`src/hw/rtl/assert_macros.svh`:
```
// Assertion macros used by the trainer top level.
`ifndef ASSERT_MACROS_SVH
`define ASSERT_MACROS_SVH

// Same-cycle implication, disabled while reset is asserted.
`define ASSERT_IMPLY(lbl, ck, rn, ante, cons, msg) \
  lbl: assert property (@(posedge ck) disable iff (!rn) (ante) |-> (cons)) else $error(msg);

// Next-cycle implication, disabled while reset is asserted.
`define ASSERT_NEXT(lbl, ck, rn, ante, cons, msg) \
  lbl: assert property (@(posedge ck) disable iff (!rn) (ante) |=> (cons)) else $error(msg);

`endif

```
`src/hw/rtl/lrgd_pkg.sv`:
```
// Types, codes and arithmetic helpers for the gradient descent trainer.
package lrgd_pkg;

  localparam int MAX_FEATURES = 8;
  localparam int MAX_SAMPLES  = 256;

  localparam int CFG_IDX_W  = 3;
  localparam int CFG_DATA_W = 16;
  localparam int DIVIDEND_W = 64;
  localparam int NS_W       = $clog2(MAX_SAMPLES + 1);
  localparam int DIVISOR_W  = NS_W + 1;

  localparam logic [CFG_IDX_W-1:0] REG_LEARNING_RATE   = 3'd0;
  localparam logic [CFG_IDX_W-1:0] REG_ITERATION_LIMIT = 3'd1;
  localparam logic [CFG_IDX_W-1:0] REG_STOP_THRESHOLD  = 3'd2;
  localparam logic [CFG_IDX_W-1:0] REG_FEATURES_IN_USE = 3'd3;
  localparam logic [CFG_IDX_W-1:0] REG_SAMPLES_IN_USE  = 3'd4;

  localparam logic [1:0] CMD_LOAD_FEATURE = 2'd0;
  localparam logic [1:0] CMD_LOAD_TARGET  = 2'd1;
  localparam logic [1:0] CMD_TRAIN        = 2'd2;
  localparam logic [1:0] CMD_PREDICT      = 2'd3;

  localparam logic [1:0] STATUS_TRAIN_DONE  = 2'd0;
  localparam logic [1:0] STATUS_PRED_READY  = 2'd1;
  localparam logic [1:0] STATUS_NOT_TRAINED = 2'd2;

  typedef enum logic [4:0] {
    S_IDLE, S_P_MUL, S_P_ACC,
    S_T_PASS, S_T_SAMP, S_T_PRD, S_T_PMUL, S_T_PACC, S_T_ERR,
    S_T_GRD, S_T_GMUL, S_T_GACC, S_T_SQ, S_T_LOSS,
    S_T_CUR, S_T_CURW, S_T_DIFF, S_T_CMP1, S_T_CMP2, S_T_CMP3, S_T_CMP4,
    S_T_UDIV, S_T_UWAIT, S_T_UM1, S_T_UM2, S_T_UUPD, S_T_FIN,
    S_OUT
  } state_t;

  typedef struct packed {
    logic                  start;
    logic [DIVIDEND_W-1:0] dividend;
    logic [DIVISOR_W-1:0]  divisor;
  } div_req_t;

  typedef struct packed {
    logic                  busy;
    logic                  done;
    logic [DIVIDEND_W-1:0] quotient;
  } div_rsp_t;

  function automatic logic signed [63:0] sat_add64(input logic signed [63:0] a,
                                                   input logic signed [63:0] b);
    logic signed [63:0] s;
    s = a + b;
    if ((a[63] == b[63]) && (s[63] != a[63]))
      sat_add64 = a[63] ? {1'b1, 63'd0} : {1'b0, {63{1'b1}}};
    else
      sat_add64 = s;
  endfunction

  function automatic logic signed [31:0] sat32(input logic signed [64:0] v);
    if (v > 65'sh0_7FFF_FFFF)
      sat32 = 32'sh7FFF_FFFF;
    else if (v < -65'sh0_8000_0000)
      sat32 = 32'sh8000_0000;
    else
      sat32 = v[31:0];
  endfunction

endpackage

```
`src/hw/rtl/lrgd_div.sv`:
```
// Radix-2 restoring divider, unsigned 64-bit dividend by a narrow divisor.
module lrgd_div import lrgd_pkg::*; (
  input  logic     clk,
  input  logic     rst_n,
  input  div_req_t div_req,
  output div_rsp_t div_rsp
);

  logic [DIVIDEND_W-1:0] quo_r;
  logic [DIVISOR_W-1:0]  rem_r;
  logic [DIVISOR_W-1:0]  dvs_r;
  logic [5:0]            cnt_r;
  logic                  busy_r;
  logic                  done_r;
  logic [DIVISOR_W:0]    rem_sh;
  logic [DIVISOR_W:0]    rem_sub;
  logic                  fit;

  always_comb begin
    rem_sh  = {rem_r, quo_r[DIVIDEND_W-1]};
    fit     = rem_sh >= {1'b0, dvs_r};
    rem_sub = rem_sh - {1'b0, dvs_r};
  end

  always_ff @(posedge clk) begin
    if (!rst_n) begin
      busy_r <= 1'b0;
      done_r <= 1'b0;
      cnt_r  <= '0;
    end else begin
      done_r <= 1'b0;
      if (div_req.start) begin
        quo_r  <= div_req.dividend;
        rem_r  <= '0;
        dvs_r  <= div_req.divisor;
        cnt_r  <= '0;
        busy_r <= 1'b1;
      end else if (busy_r) begin
        // shift one quotient bit in per cycle
        rem_r <= fit ? rem_sub[DIVISOR_W-1:0] : rem_sh[DIVISOR_W-1:0];
        quo_r <= {quo_r[DIVIDEND_W-2:0], fit};
        cnt_r <= cnt_r + 6'd1;
        if (cnt_r == 6'd63) begin
          busy_r <= 1'b0;
          done_r <= 1'b1;
        end
      end
    end
  end

  assign div_rsp.busy     = busy_r;
  assign div_rsp.done     = done_r;
  assign div_rsp.quotient = quo_r;

endmodule

```
`config.mk`:
```
export PLATFORM = sky130hd
export DESIGN_NAME = lrgd_div
export DESIGN_NICKNAME = d
export VERILOG_FILES = /design/src/hw/rtl/assert_macros.svh /design/src/hw/rtl/lrgd_pkg.sv /design/src/hw/rtl/lrgd_div.sv
export SDC_FILE = /design/constraint.sdc
export NUM_CORES = 1
export LEC_CHECK = 0
export BUFFER_PORTS_ARGS = -buffer_cell sky130_fd_sc_hd__buf_2
export CORE_MARGIN = 4
export CORE_UTILIZATION = 54
export DETAILED_ROUTE_END_ITERATION = 10
export PLACE_DENSITY_LB_ADDON = 0.15
export SETUP_SLACK_MARGIN = 0.15
export SYNTH_ARGS = -nofsm -noshare
export SYNTH_HDL_FRONTEND = slang
export SYNTH_SLANG_ARGS = --single-unit
```
`constraint.sdc`:
```
create_clock -name clk -period 9.4 [get_ports clk]
set_input_delay 2.82 -clock clk [delete_from_list [all_inputs] [get_ports clk]]
set_output_delay 2.82 -clock clk [all_outputs]
set_load 0.02 [all_outputs]
```
==> results of run 1 <==
synth_stat cells, drive strengths merged, types with 2 or more instances:
cell type  instances
ha                11
clkbuf             5
a21o               2
or3                2
nand4              3
xor2               4
mux2              63
a22o               2
edfxtp            84
mux2i             10
nand3              4
nand2b             3
a21oi              8
buf                8
xnor2              5
nand2              8
inv               15
nor3               4
nor2              19
dfxtp              8
o21a               3
o21ai              5
worst max-delay path, stage by stage:
cell,delay [ns]
buf_2,0.07
buf_4,0.70
o21a_4,0.88
metrics by stage:
stage | total power, W | std cells | area, um^2 | hold slack, ns | util
after floorplan | 0.000629 | 291 | 4280 | 0.458 | -
after global placement | 0.000678 | 523 | 5070 | 0.470 | 0.656
after detailed placement | 0.000682 | 523 | 5070 | 0.489 | 0.656
after CTS | 0.000918 | 539 | 5240 | 0.501 | 0.678
after global routing | 0.000959 | 539 | 5240 | 0.535 | 0.678
final | 0.000911 | 539 | 5240 | 0.501 | 0.678
state kept, by name (all words and copies together) (netlist names):
signal  count
busy_r      1
cnt_r       6
done_r      1
dvs_r      10
quo_r      64
rem_r      10
cells by family after synthesis:
| logic type | count (synthesis) | share of synthesized area |
|---|---|---|
| AO/OA/AOI/OAI | 28 | 0.0459 |
| adder cells (fa/ha/maj) | 12 | 0.0369 |
| AND/OR/NAND/NOR | 49 | 0.0544 |
| flip-flops | 92 | 0.627 |
| XOR/XNOR | 9 | 0.0184 |
| buffers and inverters | 28 | 0.0278 |
| multiplexers | 73 | 0.189 |
worst max-delay path by stage:
stage | endpoint | cells past startpoint
6_report | quo_r[50] | 3
5_1_grt | rem_r[2] | 3
4_1_cts | quo_r[14] | 3
3_5_place_dp | quo_r[7] | 3
3_3_place_gp | quo_r[19] | 3
2_1_floorplan | quo_r[0] | 3
layer usage:
| layer | wire (um) | vias to the layer above |
|---|---|---|
| met1 | 3610 | 1335 |
| met4 | 54 | 0 |
| li1 | - | 1368 |
| met2 | 4480 | 103 |
| met3 | 705 | 5 |
| met5 | 0 | - |
layout make-up:
| cell class | instances | area (um^2) |
|---|---|---|
| tap | 102 | 128 |
| sequential | 92 | 2680 |
| inverter | 15 | 56.3 |
| multi-input combinational | 171 | 1480 |
| fill | 616 | 2490 |
| clock inverter | 7 | 50.0 |
| timing repair buffer | 143 | 718 |
| clock buffer | 9 | 124 |
power by group through the flow:
stage | Clock (W) | Combinational (W) | Sequential, W
after global placement | 0 | 0.000172 | 0.000505
after CTS | 0.000245 | 0.000177 | 0.000497
final | 0.000240 | 0.000175 | 0.000497
after detailed placement | 0 | 0.000176 | 0.000505
after global routing | 0.000266 | 0.000193 | 0.000500
after floorplan | 0 | 0.000103 | 0.000526
placed cells by master (no fill, tap or decap), types with 4 or more instances in the layout:
master / instances
mux2_2: 63
inv_1: 15
clkbuf_8: 9
buf_2: 142
mux2i_1: 10
nand2_1: 8
a21oi_1: 7
xnor2_1: 5
dfxtp_1: 8
nor3_1: 4
xor2_1: 4
ha_1: 11
edfxtp_1: 84
nand3_1: 4
nor2_1: 19
==> qor.txt, run 1 <==
Outcome - finished, final reports clean
Die ar. - 9410 um^2
Grt ovf - 0
Share of layout cells above drive strength 1 - 0.515
Crit path from - div_req[74]
Clk_lat worst skew - 0.35 ns
Share of flip-flops with an asynchronous set or reset - 0
DP Worst Slack - 4.45 ns
Dpl hpwl - 6490 um
R2R cell count - 7
Synth unique cells - 41
Synth top area share - 0.590
Sw Pwr - 0.000252 W
Routed Antenna Nets - 0
Max IR drop VDD - 0.0000865 V
Worst setup path category - primary input to flop
Post-CTS Hold Fix Bufs - 0
Cell Pwr Density - 174 nW/um^2
Reg-to-reg slack, setup - 6.91 ns
Via density - 5.22
Vias in the first global route - 2890
Most used routing layer in global routing - met2
RSZ-0062 raised after global routing - no
Rows - 32
Reg power frac - 0.545
Clock transition at path regs - 0.09 ns
Area grow syn2layout - 22.6%
I/O pin cnt - 143
Post-layout minimum cycle time - 4.56 ns
Post-route DRC - 0
Max Fclk - 219 MHz
Synthesized Nets - 380
Clk network pwr share - 0.263
Largest area contributor in the netlist - edfxtp_1
Ranking of synthesized cells by area - edfxtp_1 59%, mux2_2 17%, dfxtp_1 3.7%
Final #Nets - 521
Switch share - 0.276
Hold Path Stages - 2
Seq/Total Area, Yosys - 0.627
Ys flop type - edfxtp_1
Crit-path max FO - 77
Die X - 97.0 um
Resized cells post-CTS - 0
Slew of the pin with the lowest slew margin - 1.01 ns
FF-to-FF End - rem_r[8]
Initial Util - 0.553
Startpoint Class - primary input
Total number of vias - 2811
Antenna diode instance count - 0
Min-Delay Path Class - flop to flop
TNS Setup - 0 ns
CTS buffer count - 9
Lkg Pwr - 2.18 nW
EDFF count, synth - 84
Global-route usage over all layers - 0.192
H-tree levels - 3
Chip Height - 97.0 um
Req. time, crit path - 9.37 ns
Fin worst setup slack - 4.84 ns
Final hold viol count - 0
Detailed-route wire length - 8840 um
Placer Congestion - 0.803
Fin. max-slew vios - 0
Slew margin rel. - 0.326
Critical path endpoint category - flop
CTS max path bufs - 2
Met1 GRT Util - 0.248
Core area - 7730 um^2
Hold Path Sink - cnt_r[5]
Clk_skew - 0.0121 ns
FF-to-FF Start - rem_r[1]
Grt met2 use - 0.311
PortBufs - 142
Mapped Cells - 291
# clock sinks - 92
CTS root buffer - clkbuf_8
Crit path DAT - 4.53 ns
Post-CTS Setup Bufs - 0
Cell Area, Synth - 4280 um^2
Final Cycle Share - 0.485
Seq cells post-synth - 92
Initial DRC count - 128
Wire per inst - 16.4 um
Initial antenna violation count - 0
Hold_sp - cnt_r[5]
Pint - 0.000659 W
Clock tree from TritonCTS - yes
M3 GR Usage - 0.0699
Setup violators final - 0
DRT Pass-1 Iters - 4
Largest net degree at the start of global routing - 78
Syn_area_per_cell - 14.7 um^2
Combinational power share - 0.192
YS warnings - 0
Number of max-cap violations - 0
First-pass GRT wire length - 14400 um
(Power assumes the default switching activity.)
==> inputs of run 2 (changes only) <==
--- a/config.mk
+++ b/config.mk
@@ -7,7 +7,7 @@
 export LEC_CHECK = 0
 export BUFFER_PORTS_ARGS = -buffer_cell sky130_fd_sc_hd__buf_2
 export CORE_MARGIN = 4
-export CORE_UTILIZATION = 54
+export CORE_UTILIZATION = 50
 export DETAILED_ROUTE_END_ITERATION = 10
 export PLACE_DENSITY_LB_ADDON = 0.15
 export SETUP_SLACK_MARGIN = 0.15
==> constraint.sdc (replaced) <==
create_clock -name clk -period 4.6 [get_ports clk]
set_input_delay 1.38 -clock clk [delete_from_list [all_inputs] [get_ports clk]]
set_output_delay 1.38 -clock clk [all_outputs]
set_load 0.02 [all_outputs]
==> run 2 against run 1 <==
  * Die area rose by 7.3%
  * Core utilization decreased by 3.9 points
  * Non-clock buffer count unchanged
  * Clock skew grew 0.00098 ns
  * First-iteration DRC count increased by 20%
  * Via count grew 0.11%
  * Wire length grew 4.1%
  * Critical endpoint is now quo_r[2]
  * Largest cell class unchanged
==> qor.txt, run 2 (synthesized netlist as in run 1, its figures left out) <==
Final hold viol count - 0 (unchanged)
Max IR drop VDD - 0.000182 V (+110%)
Crit-path max FO - 75 (-2.6%)
Post-CTS Setup Bufs - 0 (unchanged)
Placed Cells - 526 (+0.57%)
Total number of vias - 2814 (+0.11%)
Final Cycle Share - 0.559
TNS Setup - 0 ns (unchanged)
Rows - 33 (+3.1%)
Fin worst setup slack - 2.03 ns (-2.82 ns)
Initial DRC count - 154 (+20%)
Startpoint Class - primary input
Vias in the first global route - 2956 (+2.3%)
# clock sinks - 92 (unchanged)
Core area - 8260 um^2 (+6.9%)
Lkg Pwr - 2.19 nW (+0.62%)
Post-CTS Hold Fix Bufs - 0 (unchanged)
Reg with most FFs - quo_r
Largest net degree at the start of global routing - 76 (-2.6%)
Antenna diode instance count - 0 (unchanged)
Reg-to-reg slack, setup - 2.08 ns (-4.83 ns)
Layout filler cell count - 662 (+7.5%)
Grt ovf - 0 (unchanged)
Switch share - 0.269 (-0.00735)
Slew margin rel. - 0.303 (-0.0222)
Crit path DAT - 2.67 ns (-1.86 ns)
Die ar. - 10100 um^2 (+7.3%)
Max FFs per register - 64 (unchanged)
Combinational power share - 0.186 (-0.006)
Commonest non-fill, non-tap cells in the layout - 142 x buf_2, 84 x edfxtp_1, 63 x mux2_2, 19 x nor2_1, 15 x inv_1
Clk network pwr share - 0.287 (+0.024)
CTS root buffer - clkbuf_8
Chip Height - 100 um (+3.6%)
Via density - 5.19 (-0.45%)
PortBufs - 142 (unchanged)
Number of max-cap violations - 0 (unchanged)
Slew of the pin with the lowest slew margin - 1.04 ns (+0.0333 ns)
Post-layout minimum cycle time - 2.57 ns
Fin. max-slew vios - 0 (unchanged)
Final #Nets - 521 (unchanged)
Detailed-route wire length - 9210 um (+4.1%)
Clock transition at path regs - 0.10 ns (about the same)
Setup violators final - 0 (unchanged)
Min-Delay Path Class - flop to flop
Critical-path top delay cell - buf_4
Initial antenna violation count - 1 (+1)
Clock tree from TritonCTS - yes
Top flop regs - quo_r x64, dvs_r x10, rem_r x10
CTS buffer count - 9 (unchanged)
Initial Util - 0.518 (-0.0356)
H-tree levels - 3 (unchanged)
Dpl hpwl - 6480 um (about the same)
Tot Pwr - 0.00193 W (+110%)
Die X - 100 um (+3.6%)
Max Fclk - 389 MHz
Most common cell after layout, fill and taps aside - buf_2
Reg power frac - 0.527 (-0.018)
Outcome - finished, final reports clean
CTS max path bufs - 2 (unchanged)
Crit path cell chain - buf_2 > buf_4 > mux2_2
RSZ-0062 raised after global routing - no
DRT Pass-1 Iters - 4 (unchanged)
Post-route DRC - 0 (unchanged)
Routed Antenna Nets - 0 (unchanged)
Max stage delay on crit path - 0.67 ns (-0.21 ns)
Clk_skew - 0.0131 ns (+0.000982 ns)
Placer Congestion - 0.854 (+6.3%)
Clk_lat worst skew - 0.35 ns (about the same)
Worst setup path category - primary input to flop
Wire per inst - 17.0 um (+3.5%)
I/O pin cnt - 143 (unchanged)
Area grow syn2layout - 23.3%
First-pass GRT wire length - 14700 um (+2.1%)
Layout Cells excl Fill - 542 (+0.56%)
Pint - 0.00141 W (+110%)
DP Worst Slack - 1.70 ns (-2.75 ns)
Resized cells post-CTS - 0 (unchanged)
Share of layout cells above drive strength 1 - 0.519 (+0.00458)
Sw Pwr - 0.000518 W (+110%)
Cell Pwr Density - 365 nW/um^2 (+110%)
Req. time, crit path - 4.69 ns (-4.68 ns)
Critical path endpoint category - flop
Global-route usage over all layers - 0.190 (-0.00248)
[run 2: final cells by class]
type	instances	area, um^2	share of cell area
sequential	92	2680	0.509
multi-input combinational	171	1480	0.281
timing repair buffer	143	718	0.136
clock buffer	12	176	0.0334
tap	105	131	0.0249
inverter	15	56.3	0.0107
clock inverter	4	27.5	0.00522
[run 2: path summary, 6_finish.rpt]
kind | startpoint | endpoint | cells past startpoint
min | cnt_r[5] | done_r | 2
max | div_req[74] | quo_r[2] | 3
min reg2reg | cnt_r[5] | done_r | 2
max reg2reg | rem_r[1] | rem_r[4] | 7
[run 2: worst max-delay path, delay by kind of cell]
family,cells,cell delay (ns)
muxes,1,0.42
buffers and inverters,2,0.78
[run 2: per-layer routing]
layer / routed length (um) / global-route usage
met2: 4250 / 0.285
met3: 740 / 0.0678
met5: 7 / 0
met1: 4080 / 0.254
met4: 125 / 0.0694
[run 2: power by group through the flow]
| stage | Sequential (W) | Clock (W) | Combinational [W] |
|---|---|---|---|
| 2_1_floorplan | 0.00107 | 0 | 0.000210 |
| 3_3_place_gp | 0.00103 | 0 | 0.000352 |
| 3_5_place_dp | 0.00103 | 0 | 0.000361 |
| 4_1_cts | 0.00102 | 0.000560 | 0.000362 |
| 5_1_grt | 0.00102 | 0.000600 | 0.000397 |
| 6_report | 0.00101 | 0.000553 | 0.000359 |
[run 2: through the flow]
stage           util  instance area [um^2]  hold slack [ns]
6_report       0.639                  5280            0.508
5_1_grt        0.639                  5280            0.545
4_1_cts        0.639                  5280            0.507
3_5_place_dp   0.614                  5070            0.493
3_3_place_gp   0.614                  5070            0.470
2_1_floorplan      -                  4280            0.458
==> inputs of run 3 (changes only) <==
--- a/config.mk
+++ b/config.mk
@@ -7,7 +7,7 @@
 export LEC_CHECK = 0
 export BUFFER_PORTS_ARGS = -buffer_cell sky130_fd_sc_hd__buf_2
 export CORE_MARGIN = 4
-export CORE_UTILIZATION = 50
+export CORE_UTILIZATION = 46
 export DETAILED_ROUTE_END_ITERATION = 10
 export PLACE_DENSITY_LB_ADDON = 0.15
 export SETUP_SLACK_MARGIN = 0.15
==> constraint.sdc (replaced) <==
create_clock -name clk -period 2.35 [get_ports clk]
set_input_delay 0.705 -clock clk [delete_from_list [all_inputs] [get_ports clk]]
set_output_delay 0.705 -clock clk [all_outputs]
set_load 0.02 [all_outputs]
==> run 3 against run 2 <==
  * Via count up 1.7%
  * Clock-buffer cell count down 1
  * Combinational power up 120%
  * Global-route usage down 1.8 points
  * Wire length about the same
  * Worst setup slack worse by 1.8 ns
  * Sequential power up 97%
  * Total power up 99%
  * Clock skew down 0.0047 ns
  * Die area up 8.0%
  * Hold slack worse by 0.0063 ns
  * Cell count up 2.4%
  * Largest cell class unchanged
==> qor.txt, run 3 (synthesized netlist as in run 1, its figures left out) <==
Crit-path max FO - 2 (-97%)
Die ar. - 10900 um^2 (+8.0%)
First-pass GRT wire length - 14900 um (+1.6%)
Crit path DAT - 2.34 ns (-0.33 ns)
Met2 WL - 4640 um (+9.1%)
Reg power frac - 0.518 (-0.009)
Final Cycle Share - 0.907
Startpoint Class - flop
Met3 Wirelength - 677 um (-8.5%)
Core area - 8890 um^2 (+7.7%)
Global-route usage over all layers - 0.171 (-0.0181)
Post-route DRC - 0 (unchanged)
Dpl hpwl - 6580 um (+1.5%)
Layout Cells excl Fill - 555 (+2.4%)
Cell Pwr Density - 700 nW/um^2 (+92%)
Largest net degree at the start of global routing - 40 (-47%)
Number of max-cap violations - 0 (unchanged)
Critical-path top delay cell - edfxtp_1
DRT Pass-1 Iters - 4 (unchanged)
Slew margin rel. - 0.603 (+0.300)
Combinational power share - 0.206 (+0.020)
Max Fclk - 469 MHz
Final hold slack - 0.502 ns (-0.00631 ns)
FF-to-FF Start - quo_r[63]
Initial Util - 0.481 (-0.0369)
R2R cell count - 10 (+3)
Fin util - 0.617 (-0.0217)
Final hold viol count - 0 (unchanged)
Antenna diode instance count - 0 (unchanged)
CTS max path bufs - 2 (unchanged)
Clock transition at path regs - 0.09 ns (about the same)
Placer Congestion - 0.814 (-4.7%)
Most common cell after layout, fill and taps aside - buf_2
Final #Nets - 531 (+1.9%)
Switch share - 0.269 (about the same)
Fin. max-slew vios - 0 (unchanged)
Placed Instance Area - 5150 um^2 (+1.5%)
Pint - 0.00281 W (+99%)
Critical Path Stages - 10 (+7)
Die X - 104 um (+3.9%)
H-tree levels - 3 (unchanged)
Wire per inst - 16.6 um (-2.4%)
Max IR drop VDD - 0.000362 V (+98%)
FF-to-FF End - rem_r[6]
Hold Path Stages - 2 (unchanged)
Top flop regs - quo_r x64, dvs_r x10, rem_r x10
Commonest non-fill, non-tap cells in the layout - 142 x buf_2, 84 x edfxtp_1, 63 x mux2_2, 18 x nor2_1, 13 x inv_1
Fin area - 5490 um^2 (+4.0%)
Slew of the pin with the lowest slew margin - 0.595 ns (-0.450 ns)
Worst setup path category - flop to flop
Detailed-route wire length - 9200 um (about the same)
Share of layout cells above drive strength 1 - 0.559 (+0.0398)
Hold_sp - cnt_r[5]
TNS Setup - 0 ns (unchanged)
Setup violators final - 0 (unchanged)
Req. time, crit path - 2.56 ns (-2.13 ns)
Initial antenna violation count - 0 (-1)
Most used cell, CP - inv_2
Clk network pwr share - 0.277 (-0.010)
CP bufs+invs - 2 (unchanged)
Clock tree from TritonCTS - yes
PortBufs - 142 (unchanged)
Chip Height - 104 um (+3.9%)
Critical path endpoint category - flop
CTS buffer count - 9 (unchanged)
Max FFs per register - 64 (unchanged)
I/O pin cnt - 143 (unchanged)
Initial DRC count - 89 (-42%)
Max layer used - met4
Hold Path Sink - cnt_r[5]
Min-Delay Path Class - flop to flop
Reg with most FFs - quo_r
RSZ-0062 raised after global routing - yes
CTS root buffer - clkbuf_8
Rows - 34 (+3.0%)
Vias in the first global route - 3030 (+2.5%)
Lkg Pwr - 2.24 nW (+2.2%)
Reg-to-reg slack, setup - 0.22 ns (-1.86 ns)
Routed Antenna Nets - 0 (unchanged)
Clk_lat worst skew - 0.35 ns (about the same)
Clk_skew - 0.00835 ns (-0.00473 ns)
Max stage delay on crit path - 0.40 ns (-0.27 ns)
Post-layout minimum cycle time - 2.13 ns
CP top delay family - compound AO/OA/AOI/OAI gates
Placed Cells - 535 (+1.7%)
Total number of vias - 2863 (+1.7%)
# clock sinks - 92 (unchanged)
Grt ovf - 0 (unchanged)
Sw Pwr - 0.00103 W (+99%)
Via density - 5.16 (-0.64%)
Metal1 wirelength - 3770 um (-7.6%)
Post-CTS Hold Fix Bufs - 0 (unchanged)
Outcome - finished, final reports clean
Crit path cell chain - inv_2 > ha_4 > inv_2 > fa_2 > nand3_2 > a21boi_2 > o21a_1 > o21ai_1 > or3b_1 > a21oi_1
Area grow syn2layout - 28.3%
==> run 3: repair_timing <==
item                       in CTS  in global routing
pin swaps                       1                  9
setup endpoints to repair       1                  9
resized for setup               1                 21
setup buffers                   1                  3
==> run 3: worst reg2reg max path, delay by kind of cell, from the launching register on <==
family                     cells  cell delay [ns]
AOI/OAI and AO/OA              4             0.53
adders and majority gates      2             0.49
and+or+nand+nor                2             0.44
buffers and inverters          2             0.13
DFF                            1             0.40
==> run 3: worst max-delay path by stage <==
stage / start / to / slack, ns
2_1_floorplan: quo_r[63] / rem_r[6] / 0.17
3_3_place_gp: rem_r[2] / rem_r[6] / 0.19
3_5_place_dp: rem_r[7] / rem_r[6] / 0.14
4_1_cts: rem_r[2] / rem_r[6] / 0.16
5_1_grt: quo_r[63] / rem_r[6] / 0.09
6_report: quo_r[63] / rem_r[6] / 0.22
==> run 3: metrics by stage <==
step | setup slack [ns] | total power, W
6_report | 0.219 | 0.00384
5_1_grt | 0.0943 | 0.00404
4_1_cts | 0.162 | 0.00382
3_5_place_dp | 0.135 | 0.00274
3_3_place_gp | 0.193 | 0.00273
2_1_floorplan | 0.173 | 0.00251
==> run 3: area by class of cell <==
class	count	area, um^2
clock buffers	11	131
clock inverters	5	61.3
fillers	731	3400
inverters	15	56.3
multi-input cells	171	1600
flip-flops and latches	92	2680
well taps	108	135
repair buffers	153	822
==> run 3: power groups by stage <==
stage / logic (W) / clock network [W] / registers (W)
4_1_cts: 0.000739 / 0.00110 / 0.00198
3_5_place_dp: 0.000726 / 0 / 0.00202
5_1_grt: 0.000868 / 0.00117 / 0.00200
3_3_place_gp: 0.000714 / 0 / 0.00202
6_report: 0.000790 / 0.00106 / 0.00199
2_1_floorplan: 0.000414 / 0 / 0.00210
==> run 3: metal layers <==
layer,track usage,up-vias
met4,0.0522,0
li1,-,1390
met1,0.204,1374
met2,0.287,89
met5,0,-
met3,0.0652,10
